[src/sv/trq_pkg.sv]
// ============================================================================
// trq_pkg
// Shared types and constants for the task ready queue.
// ============================================================================
package trq_pkg;

    localparam int DEPTH  = 16;
    localparam int IDX_W  = $clog2(DEPTH);
    localparam int CNT_W  = $clog2(DEPTH + 1);
    localparam int ID_W   = 8;
    localparam int TIME_W = 32;
    localparam int OP_W   = 3;
    localparam int ST_W   = 2;

    typedef enum logic [OP_W-1:0] {
        OP_PUSH       = 3'd0,
        OP_INSERT     = 3'd1,
        OP_POP_FRONT  = 3'd2,
        OP_POP_READY  = 3'd3,
        OP_COUNT_DUE  = 3'd4,
        OP_SET_READY  = 3'd5
    } op_t;

    typedef enum logic [ST_W-1:0] {
        ST_OK    = 2'd0,
        ST_FULL  = 2'd1,
        ST_EMPTY = 2'd2
    } status_t;

    typedef enum logic [2:0] {
        S_IDLE,
        S_DISPATCH,
        S_WALK,
        S_LINK,
        S_FRONT
    } state_t;

    typedef struct packed {
        logic in_ready;
        logic load_in;
        logic alloc;
        logic set_full;
        logic set_empty;
        logic pop_head;
        logic step;
        logic count_inc;
        logic insert_here;
        logic unlink_here;
        logic set_here;
        logic append;
        logic sel_head;
        logic out_load;
    } cmd_t;

    typedef struct packed {
        logic in_valid;
        op_t  op;
        logic full;
        logic empty;
        logic walk_done;
        logic hit;
        logic out_free;
    } stat_t;

endpackage

[src/sv/trq_if.sv]
// ============================================================================
// trq_if
// Request and response channels of the task ready queue.
// ============================================================================
interface trq_req_if;
    logic                        valid;
    logic                        ready;
    logic [trq_pkg::OP_W-1:0]    op;
    logic [trq_pkg::ID_W-1:0]    task_id;
    logic                        task_ready;
    logic [trq_pkg::TIME_W-1:0]  start_time;
    logic [trq_pkg::TIME_W-1:0]  elapsed_time;

    modport source (output valid, output op, output task_id, output task_ready,
                    output start_time, output elapsed_time, input ready);
    modport sink   (input valid, input op, input task_id, input task_ready,
                    input start_time, input elapsed_time, output ready);
endinterface

interface trq_rsp_if;
    logic                        valid;
    logic                        ready;
    logic [trq_pkg::ID_W-1:0]    popped_id;
    logic [trq_pkg::ST_W-1:0]    status;
    logic [trq_pkg::CNT_W-1:0]   due_count;
    logic [trq_pkg::CNT_W-1:0]   queue_length;
    logic [trq_pkg::ID_W-1:0]    front_id;
    logic                        front_valid;

    modport source (output valid, output popped_id, output status, output due_count,
                    output queue_length, output front_id, output front_valid,
                    input ready);
    modport sink   (input valid, input popped_id, input status, input due_count,
                    input queue_length, input front_id, input front_valid,
                    output ready);
endinterface

[src/sv/task_ready_queue_unit.sv]
// ============================================================================
// task_ready_queue_unit
// Linked-list task queue with push, ordered insert, front pop, ready pop, due count, set ready and peek.
// ============================================================================
//  channel  dir  beat carries
//  req      in   op, task_id, task_ready, start_time, elapsed_time
//  rsp      out  popped_id, status, due_count, queue_length, front_id, front_valid
//
//  One request at a time: accept, decode, then a list walk of one entry per
//  cycle (up to DEPTH), an optional link step and a peek step that waits
//  for the result register to be free.
//  The result register frees the request side while a response beat waits.
//  rst_n clears the list pointers, the count and the slot in-use bits.
module task_ready_queue_unit (
    input  logic      clk,
    input  logic      rst_n,
    trq_req_if.sink   req,
    trq_rsp_if.source rsp
);
    import trq_pkg::*;

    cmd_t  cmd;
    stat_t stat;

    trq_ctrl u_ctrl (
        .clk   (clk),
        .rst_n (rst_n),
        .stat  (stat),
        .cmd   (cmd)
    );

    trq_datapath u_datapath (
        .clk   (clk),
        .rst_n (rst_n),
        .req   (req),
        .rsp   (rsp),
        .cmd   (cmd),
        .stat  (stat)
    );

endmodule

[src/sv/trq_ctrl.sv]
// ============================================================================
// trq_ctrl
// Sequencer: decodes the operation and steps the list walk.
// ============================================================================
module trq_ctrl (
    input  logic          clk,
    input  logic          rst_n,
    input  trq_pkg::stat_t stat,
    output trq_pkg::cmd_t  cmd
);
    import trq_pkg::*;

    state_t state_reg;
    state_t state_next;

    always_ff @(posedge clk or negedge rst_n)
    begin
        if (!rst_n)
        begin
            state_reg <= S_IDLE;
        end
        else
        begin
            state_reg <= state_next;
        end
    end

    always_comb
    begin
        cmd        = '0;
        state_next = state_reg;
        unique case (state_reg)
            S_IDLE:
            begin
                cmd.in_ready = 1'b1;
                if (stat.in_valid)
                begin
                    cmd.load_in = 1'b1;
                    state_next  = S_DISPATCH;
                end
            end
            S_DISPATCH:
            begin
                unique case (stat.op)
                    OP_PUSH, OP_INSERT:
                    begin
                        if (stat.full)
                        begin
                            cmd.set_full = 1'b1;
                            state_next   = S_FRONT;
                        end
                        else
                        begin
                            cmd.alloc = 1'b1;
                            if (stat.op == OP_PUSH || stat.empty)
                                state_next = S_LINK;
                            else
                                state_next = S_WALK;
                        end
                    end
                    OP_POP_FRONT:
                    begin
                        if (stat.empty)
                            cmd.set_empty = 1'b1;
                        else
                            cmd.pop_head = 1'b1;
                        state_next = S_FRONT;
                    end
                    OP_POP_READY, OP_SET_READY:
                    begin
                        cmd.set_empty = 1'b1;
                        state_next    = S_WALK;
                    end
                    OP_COUNT_DUE:
                    begin
                        state_next = S_WALK;
                    end
                    default:
                    begin
                        state_next = S_FRONT;
                    end
                endcase
            end
            S_WALK:
            begin
                priority if (stat.walk_done)
                begin
                    state_next = (stat.op == OP_INSERT) ? S_LINK : S_FRONT;
                end
                else if (stat.hit && stat.op != OP_COUNT_DUE)
                begin
                    unique case (stat.op)
                        OP_INSERT:    cmd.insert_here = 1'b1;
                        OP_POP_READY: cmd.unlink_here = 1'b1;
                        OP_SET_READY: cmd.set_here    = 1'b1;
                        default:      cmd.step        = 1'b0;
                    endcase
                    state_next = S_FRONT;
                end
                else
                begin
                    cmd.count_inc = stat.hit;
                    cmd.step      = 1'b1;
                end
            end
            S_LINK:
            begin
                cmd.append = 1'b1;
                state_next = S_FRONT;
            end
            S_FRONT:
            begin
                cmd.sel_head = 1'b1;
                if (stat.out_free)
                begin
                    cmd.out_load = 1'b1;
                    state_next   = S_IDLE;
                end
            end
            default:
            begin
                state_next = S_IDLE;
            end
        endcase
    end

endmodule

[src/sv/trq_datapath.sv]
// ============================================================================
// trq_datapath
// Entry stores, list pointers, walk cursor and output register.
// ============================================================================
module trq_datapath (
    input  logic           clk,
    input  logic           rst_n,
    trq_req_if.sink        req,
    trq_rsp_if.source      rsp,
    input  trq_pkg::cmd_t  cmd,
    output trq_pkg::stat_t stat
);
    import trq_pkg::*;

    // entry stores, undefined until written
    logic [ID_W-1:0]   ids_reg    [DEPTH];
    logic              rdy_reg    [DEPTH];
    logic [TIME_W-1:0] starts_reg [DEPTH];
    logic [IDX_W-1:0]  links_reg  [DEPTH];

    // latched request
    op_t               op_reg;
    logic [ID_W-1:0]   id_reg;
    logic              rdy_in_reg;
    logic [TIME_W-1:0] start_reg;
    logic [TIME_W-1:0] elapsed_reg;

    // list and walk state
    logic [DEPTH-1:0]  used_reg,    used_next;
    logic [IDX_W-1:0]  head_reg,    head_next;
    logic [IDX_W-1:0]  tail_reg,    tail_next;
    logic [CNT_W-1:0]  count_reg,   count_next;
    logic [IDX_W-1:0]  cur_reg,     cur_next;
    logic [IDX_W-1:0]  prev_reg,    prev_next;
    logic              prev_ok_reg, prev_ok_next;
    logic [CNT_W-1:0]  idx_reg,     idx_next;
    logic [IDX_W-1:0]  slot_reg,    slot_next;
    logic [CNT_W-1:0]  due_reg,     due_next;
    logic [ID_W-1:0]   popped_reg,  popped_next;
    status_t           status_reg,  status_next;

    // result register
    logic              out_valid_reg;
    logic [ID_W-1:0]   out_popped_reg;
    status_t           out_status_reg;
    logic [CNT_W-1:0]  out_due_reg;
    logic [CNT_W-1:0]  out_len_reg;
    logic [ID_W-1:0]   out_front_reg;
    logic              out_fvalid_reg;

    logic [IDX_W-1:0]  rd_addr;
    logic [ID_W-1:0]   rd_id;
    logic              rd_rdy;
    logic [TIME_W-1:0] rd_start;
    logic [IDX_W-1:0]  rd_link;
    logic [IDX_W-1:0]  free_idx;
    logic              hit;

    assign rd_addr  = cmd.sel_head ? head_reg : cur_reg;
    assign rd_id    = ids_reg[rd_addr];
    assign rd_rdy   = rdy_reg[rd_addr];
    assign rd_start = starts_reg[rd_addr];
    assign rd_link  = links_reg[rd_addr];

    always_comb
    begin
        free_idx = '0;
        for (int k = DEPTH - 1; k >= 0; k--)
        begin
            if (!used_reg[k])
                free_idx = IDX_W'(k);
        end
    end

    always_comb
    begin
        unique case (op_reg)
            OP_INSERT:    hit = (start_reg < rd_start);
            OP_POP_READY: hit = rd_rdy;
            OP_COUNT_DUE: hit = (rd_start < elapsed_reg);
            OP_SET_READY: hit = (rd_id == id_reg);
            default:      hit = 1'b0;
        endcase
    end

    assign stat.in_valid  = req.valid;
    assign stat.op        = op_reg;
    assign stat.full      = (count_reg == CNT_W'(DEPTH));
    assign stat.empty     = (count_reg == '0);
    assign stat.walk_done = (idx_reg == count_reg);
    assign stat.hit       = hit;
    assign stat.out_free  = !out_valid_reg || rsp.ready;

    assign req.ready = cmd.in_ready;

    always_comb
    begin
        used_next    = used_reg;
        head_next    = head_reg;
        tail_next    = tail_reg;
        count_next   = count_reg;
        cur_next     = cur_reg;
        prev_next    = prev_reg;
        prev_ok_next = prev_ok_reg;
        idx_next     = idx_reg;
        slot_next    = slot_reg;
        due_next     = due_reg;
        popped_next  = popped_reg;
        status_next  = status_reg;

        if (cmd.load_in)
        begin
            cur_next     = head_reg;
            prev_ok_next = 1'b0;
            idx_next     = '0;
            due_next     = '0;
            popped_next  = '0;
            status_next  = ST_OK;
        end
        if (cmd.set_full)
            status_next = ST_FULL;
        if (cmd.set_empty)
            status_next = ST_EMPTY;
        if (cmd.alloc)
        begin
            used_next[free_idx] = 1'b1;
            slot_next           = free_idx;
        end
        if (cmd.pop_head)
        begin
            popped_next        = rd_id;
            head_next          = rd_link;
            used_next[cur_reg] = 1'b0;
            count_next         = count_reg - CNT_W'(1);
        end
        if (cmd.step)
        begin
            prev_next    = cur_reg;
            prev_ok_next = 1'b1;
            cur_next     = rd_link;
            idx_next     = idx_reg + CNT_W'(1);
        end
        if (cmd.count_inc)
            due_next = due_reg + CNT_W'(1);
        if (cmd.insert_here)
        begin
            if (!prev_ok_reg)
                head_next = slot_reg;
            count_next = count_reg + CNT_W'(1);
        end
        if (cmd.unlink_here)
        begin
            popped_next = rd_id;
            if (!prev_ok_reg)
                head_next = rd_link;
            if (cur_reg == tail_reg && prev_ok_reg)
                tail_next = prev_reg;
            used_next[cur_reg] = 1'b0;
            count_next         = count_reg - CNT_W'(1);
            status_next        = ST_OK;
        end
        if (cmd.set_here)
            status_next = ST_OK;
        if (cmd.append)
        begin
            if (count_reg == '0)
                head_next = slot_reg;
            tail_next  = slot_reg;
            count_next = count_reg + CNT_W'(1);
        end
    end

    always_ff @(posedge clk or negedge rst_n)
    begin
        if (!rst_n)
        begin
            used_reg      <= '0;
            head_reg      <= '0;
            tail_reg      <= '0;
            count_reg     <= '0;
            cur_reg       <= '0;
            prev_reg      <= '0;
            prev_ok_reg   <= 1'b0;
            idx_reg       <= '0;
            slot_reg      <= '0;
            due_reg       <= '0;
            popped_reg    <= '0;
            status_reg    <= ST_OK;
            out_valid_reg <= 1'b0;
        end
        else
        begin
            used_reg    <= used_next;
            head_reg    <= head_next;
            tail_reg    <= tail_next;
            count_reg   <= count_next;
            cur_reg     <= cur_next;
            prev_reg    <= prev_next;
            prev_ok_reg <= prev_ok_next;
            idx_reg     <= idx_next;
            slot_reg    <= slot_next;
            due_reg     <= due_next;
            popped_reg  <= popped_next;
            status_reg  <= status_next;
            if (cmd.out_load)
                out_valid_reg <= 1'b1;
            else if (rsp.ready)
                out_valid_reg <= 1'b0;
        end
    end

    always_ff @(posedge clk)
    begin
        if (cmd.load_in)
        begin
            op_reg      <= op_t'(req.op);
            id_reg      <= req.task_id;
            rdy_in_reg  <= req.task_ready;
            start_reg   <= req.start_time;
            elapsed_reg <= req.elapsed_time;
        end
        if (cmd.alloc)
        begin
            ids_reg[free_idx]    <= id_reg;
            rdy_reg[free_idx]    <= rdy_in_reg;
            starts_reg[free_idx] <= start_reg;
            links_reg[free_idx]  <= '0;
        end
        if (cmd.insert_here)
        begin
            links_reg[slot_reg] <= cur_reg;
            if (prev_ok_reg)
                links_reg[prev_reg] <= slot_reg;
        end
        if (cmd.unlink_here && prev_ok_reg)
            links_reg[prev_reg] <= rd_link;
        if (cmd.set_here)
            rdy_reg[cur_reg] <= rdy_in_reg;
        if (cmd.append && count_reg != '0)
            links_reg[tail_reg] <= slot_reg;
        if (cmd.out_load)
        begin
            out_popped_reg <= popped_reg;
            out_status_reg <= status_reg;
            out_due_reg    <= due_reg;
            out_len_reg    <= count_reg;
            out_front_reg  <= (count_reg != '0) ? rd_id : '0;
            out_fvalid_reg <= (count_reg != '0);
        end
    end

    assign rsp.valid        = out_valid_reg;
    assign rsp.popped_id    = out_popped_reg;
    assign rsp.status       = out_status_reg;
    assign rsp.due_count    = out_due_reg;
    assign rsp.queue_length = out_len_reg;
    assign rsp.front_id     = out_front_reg;
    assign rsp.front_valid  = out_fvalid_reg;

endmodule
[src/flat_wrapper.sv]
// flat-port wrapper written by rule: the top's interface ports become plain ports
module task_ready_queue_unit_flat import trq_pkg::*;
  (clk, rst_n, req_valid, req_op, req_task_id, req_task_ready, req_start_time, req_elapsed_time, req_ready, rsp_valid, rsp_popped_id, rsp_status, rsp_due_count, rsp_queue_length, rsp_front_id, rsp_front_valid, rsp_ready);
  trq_req_if req_i ();
  trq_rsp_if rsp_i ();
  input  logic clk;
  input  logic rst_n;
  input wire logic [$bits(req_i.valid)-1:0] req_valid;
  input wire logic [$bits(req_i.op)-1:0] req_op;
  input wire logic [$bits(req_i.task_id)-1:0] req_task_id;
  input wire logic [$bits(req_i.task_ready)-1:0] req_task_ready;
  input wire logic [$bits(req_i.start_time)-1:0] req_start_time;
  input wire logic [$bits(req_i.elapsed_time)-1:0] req_elapsed_time;
  output wire logic [$bits(req_i.ready)-1:0] req_ready;
  output wire logic [$bits(rsp_i.valid)-1:0] rsp_valid;
  output wire logic [$bits(rsp_i.popped_id)-1:0] rsp_popped_id;
  output wire logic [$bits(rsp_i.status)-1:0] rsp_status;
  output wire logic [$bits(rsp_i.due_count)-1:0] rsp_due_count;
  output wire logic [$bits(rsp_i.queue_length)-1:0] rsp_queue_length;
  output wire logic [$bits(rsp_i.front_id)-1:0] rsp_front_id;
  output wire logic [$bits(rsp_i.front_valid)-1:0] rsp_front_valid;
  input wire logic [$bits(rsp_i.ready)-1:0] rsp_ready;
  assign req_i.valid = req_valid;
  assign req_i.op = req_op;
  assign req_i.task_id = req_task_id;
  assign req_i.task_ready = req_task_ready;
  assign req_i.start_time = req_start_time;
  assign req_i.elapsed_time = req_elapsed_time;
  assign req_ready = req_i.ready;
  assign rsp_valid = rsp_i.valid;
  assign rsp_popped_id = rsp_i.popped_id;
  assign rsp_status = rsp_i.status;
  assign rsp_due_count = rsp_i.due_count;
  assign rsp_queue_length = rsp_i.queue_length;
  assign rsp_front_id = rsp_i.front_id;
  assign rsp_front_valid = rsp_i.front_valid;
  assign rsp_i.ready = rsp_ready;
  task_ready_queue_unit u_core (.clk(clk), .rst_n(rst_n), .req(req_i), .rsp(rsp_i));
endmodule
[config.mk]
export PLATFORM = sky130hd
export DESIGN_NAME = task_ready_queue_unit_flat
export DESIGN_NICKNAME = d
export VERILOG_FILES = /design/src/sv/trq_pkg.sv /design/src/sv/trq_if.sv /design/src/sv/task_ready_queue_unit.sv /design/src/sv/trq_ctrl.sv /design/src/sv/trq_datapath.sv /design/src/flat_wrapper.sv
export SDC_FILE = /design/constraint.sdc
export NUM_CORES = 1
export LEC_CHECK = 0
export ABC_AREA = 1
export BUFFER_PORTS_ARGS = -buffer_cell sky130_fd_sc_hd__buf_2
export CAP_MARGIN = 20
export CORE_AREA = 3 3 298 300
export DETAILED_ROUTE_END_ITERATION = 8
export DIE_AREA = 0 0 301 303
export MAX_ROUTING_LAYER = met4
export PLACE_DENSITY = 0.6
export SLEW_MARGIN = 10
export SYNTH_ARGS = -nofsm -noshare
export SYNTH_HDL_FRONTEND = slang
export SYNTH_HIERARCHICAL = 1
export SYNTH_SLANG_ARGS = --single-unit
[constraint.sdc]
create_clock -name clk -period 5.4 [get_ports clk]
set_input_delay 0.27 -clock clk [delete_from_list [all_inputs] [get_ports clk]]
set_output_delay 0.27 -clock clk [all_outputs]
set_load 0.05 [all_outputs]
==> impl_metrics.env <==
export IMPL_status="finished clean"
export IMPL_max_stage_delay_ns=0.58
export IMPL_fin_cells=4873
export IMPL_crit_fanout=18
export IMPL_grt_max_degree=66
export IMPL_ys_types=51
export IMPL_largest_register_ffs=512
export IMPL_syn_instance_count=3269
export IMPL_vias=27923
export IMPL_synthTopCellsByArea="edfxtp_1 64%, o21ai_0 5.9%, nor2_1 4.4%"
export IMPL_ctsLongestPathBuffers=3
export IMPL_endpoint_kind="register"
export IMPL_synth_main_ff_cell="edfxtp_1"
export IMPL_grt_usage_pct=24.8
export IMPL_gp_routability_congestion=0.873
export IMPL_io_pins=111
export IMPL_area_growth_pct=22.0
export IMPL_min_path_type="in2reg"
export IMPL_clock_root_buffer="clkbuf_16"
export IMPL_grt_remaining_overflow=0
export IMPL_place_inst=4531
export IMPL_fin_hold_ws_ns=0.318
export IMPL_final_net_count=3784
export IMPL_maxCapViolCount=0
export IMPL_final_setup_skew_ns=0.0393
export IMPL_finalHoldViolCount=0
export IMPL_max_freq_ghz=0.191
export IMPL_finalSetupViolCount=0
export IMPL_drtIter0Drc=2911
export IMPL_tns_ns=0
export IMPL_portBuffers=110
export IMPL_synth_seq_cells=891
export IMPL_rows=108
export IMPL_slew_violations=0
export IMPL_die_w_um=301
export IMPL_crit_start="u_core/u_ctrl/state_reg[1]"
export IMPL_hpwl_mm=66.1
export IMPL_cp_start_kind="register"
export IMPL_synth_top_area_share_pct=64.0
export IMPL_cts_sinks=891
export IMPL_drc=0
export IMPL_chipHeight_um=303
export IMPL_drt_wl_total_mm=113
export IMPL_ys_seq_area_share_pct=68.3
export IMPL_clock_latency_ns=0.66
export IMPL_dr_pass1_iters=6
export IMPL_ys_top_cells_by_count="825 x edfxtp_1, 457 x o21ai_0, 453 x nor2_1"
export IMPL_nFillCells=7267
export IMPL_multi_input_area_mm2=0.0111
export IMPL_p_leak_nw=17.0
export IMPL_synth_area_mm2=0.0387
export IMPL_syn_avg_cell_area_um2=11.8
export IMPL_ir_worst_vdd_uv=291
export IMPL_crit_path_top_delay_cell="or4_4"
export IMPL_r2r_start="u_core/u_ctrl/state_reg[1]"
export IMPL_fp_coreArea_mm2=0.0865
export IMPL_drtAntennaViolNets=0
export IMPL_cpMostUsedCell="nand2_1"
export IMPL_p_per_area_mw_per_mm2=548
export IMPL_drive_above_1_share_pct=18.1
export IMPL_worstPathRequired_ns=5.87
export IMPL_clk_pin_slew_ns=0.06
export IMPL_ys_warn_count=6
export IMPL_via_per_inst=5.73
export IMPL_final_seq_area_mm2=0.0264
export IMPL_period_needed_ns=5.23
export IMPL_dieArea_mm2=0.0912
export IMPL_grt_pass1_vias=26736
export IMPL_period_share_pct=96.8
export IMPL_syn_nets=3415
export IMPL_cts_buffers=97
export IMPL_avgRoutedWirePerCell_um=23.3
export IMPL_tightest_slew_ns=1.18
export IMPL_postLayoutSetupSlackWorst_ns=0.171
export IMPL_synth_most_common_cell="edfxtp_1"
export IMPL_cts_tree="built"
export IMPL_synth_async_reset_ratio_pct=7.41
export IMPL_grt_pass1_wl_mm=166
export IMPL_antenna_found_initial=1
export IMPL_yosysTopAreaCell="edfxtp_1"
export IMPL_crit_type="reg2reg"
export IMPL_synth_edf_count=825
export IMPL_cp_arrival_ns=5.70
export IMPL_htreeDepth=3
export IMPL_initial_core_util_pct=44.8
export IMPL_dp_slack_ns=-0.992
export IMPL_slew_headroom_pct=20.8
export IMPL_hold_start="req_task_id[7]"
## layout make-up
class	count	area share, %
Antenna cell	1	0.00530
Clock buffer	130	5.62
Clock inverter	48	0.959
Inverter	249	2.03
Multi-Input combinational cell	1953	23.5
Sequential cell	891	56.0
Tap cell	1155	3.06
Timing Repair Buffer	440	8.81
Timing Repair inverter	6	0.0927
## power by group
| group | internal (mW) | switching [mW] |
|---|---|---|
| Clock | 3.79 | 2.71 |
| Sequential | 8.23 | 0.511 |
| Combinational | 4.12 | 6.51 |
| Total | 16.1 | 9.73 |
## layer usage
metal / wire, um / track usage, %
met1: 47400 / 33.2
met2: 53200 / 38.4
met3: 9050 / 4.34
met4: 3850 / 8.89
met5: 0 / -
## critical path, delay by kind of cell (launching register included)
| kind | cells | cell delay [ns] |
|---|---|---|
| buffers and inverters | 9 | 1.41 |
| adder cells (fa/ha/maj) | 1 | 0.28 |
| flip-flops | 1 | 0.41 |
| AND/OR/NAND/NOR | 13 | 2.15 |
| AO/OA/AOI/OAI | 4 | 0.79 |
## worst paths after layout
check	endpoint	slack, ns	depth (start not counted)
min reg2reg	u_core/u_datapath/rsp.popped_id[2]	0.45	0
max reg2reg	u_core/u_datapath/links_reg[8][2]	0.17	27
min	u_core/u_datapath/id_reg[7]	0.32	2
min in group asynchronous	u_core/u_datapath/slot_reg[2]	0.44	3
max	u_core/u_datapath/links_reg[8][2]	0.17	27
max in group asynchronous	u_core/u_datapath/slot_reg[0]	4.32	3
## logic make-up (layout without fill, tap and decap cells)
family	count (synthesis)	count (layout)	synth area share [%]
DFF	891	891	68.3
buffers and inverters	426	873	4.83
and+or+nand+nor	969	970	10.3
AOI/OAI and AO/OA	906	906	14.2
xor gates and xnor gates	11	11	0.249
adders and majority gates	66	66	2.13
other	0	1	0
## cell usage in the layout, fill, tap and decap left out, types with 15 or more instances in the layout
cell type	synthesis	layout
o211ai_1	155	155
buf_2	50	110
ha_1	66	56
dlygate4sd3_1	0	80
inv_2	10	45
o221ai_1	75	73
buf_12	0	41
buf_6	18	15
nand3_1	116	110
o21ai_0	457	422
o22ai_1	64	62
o21ai_1	42	66
nand2_2	9	24
dfrtp_1	66	66
a21oi_1	57	49
clkinv_1	1	21
clkbuf_16	0	109
nand2_1	319	294
nand4_1	30	30
buf_4	18	173
inv_1	238	199
nor2_1	453	440
edfxtp_1	825	825
clkbuf_1	85	26
## per-stage QoR
stage                     util [%]  instance area (um^2)  total power, mW
final                         54.6                 47200             25.9
after global routing          54.6                 47200             27.3
after CTS                     53.1                 45900             24.7
after detailed placement      48.1                 41600             17.7
after global placement        48.1                 41600             17.7
after floorplan                  -                 38700             14.4
## timing repair
item,in CTS,in global routing
pin swaps,8,70
endpoints found under the setup margin,202,164
hold buffers,80,0
gates cloned,7,15
hold endpoints to repair,144,0
resized for setup,48,181
setup buffers,12,55
No activity file was read; power rests on OpenSTA's default activity.
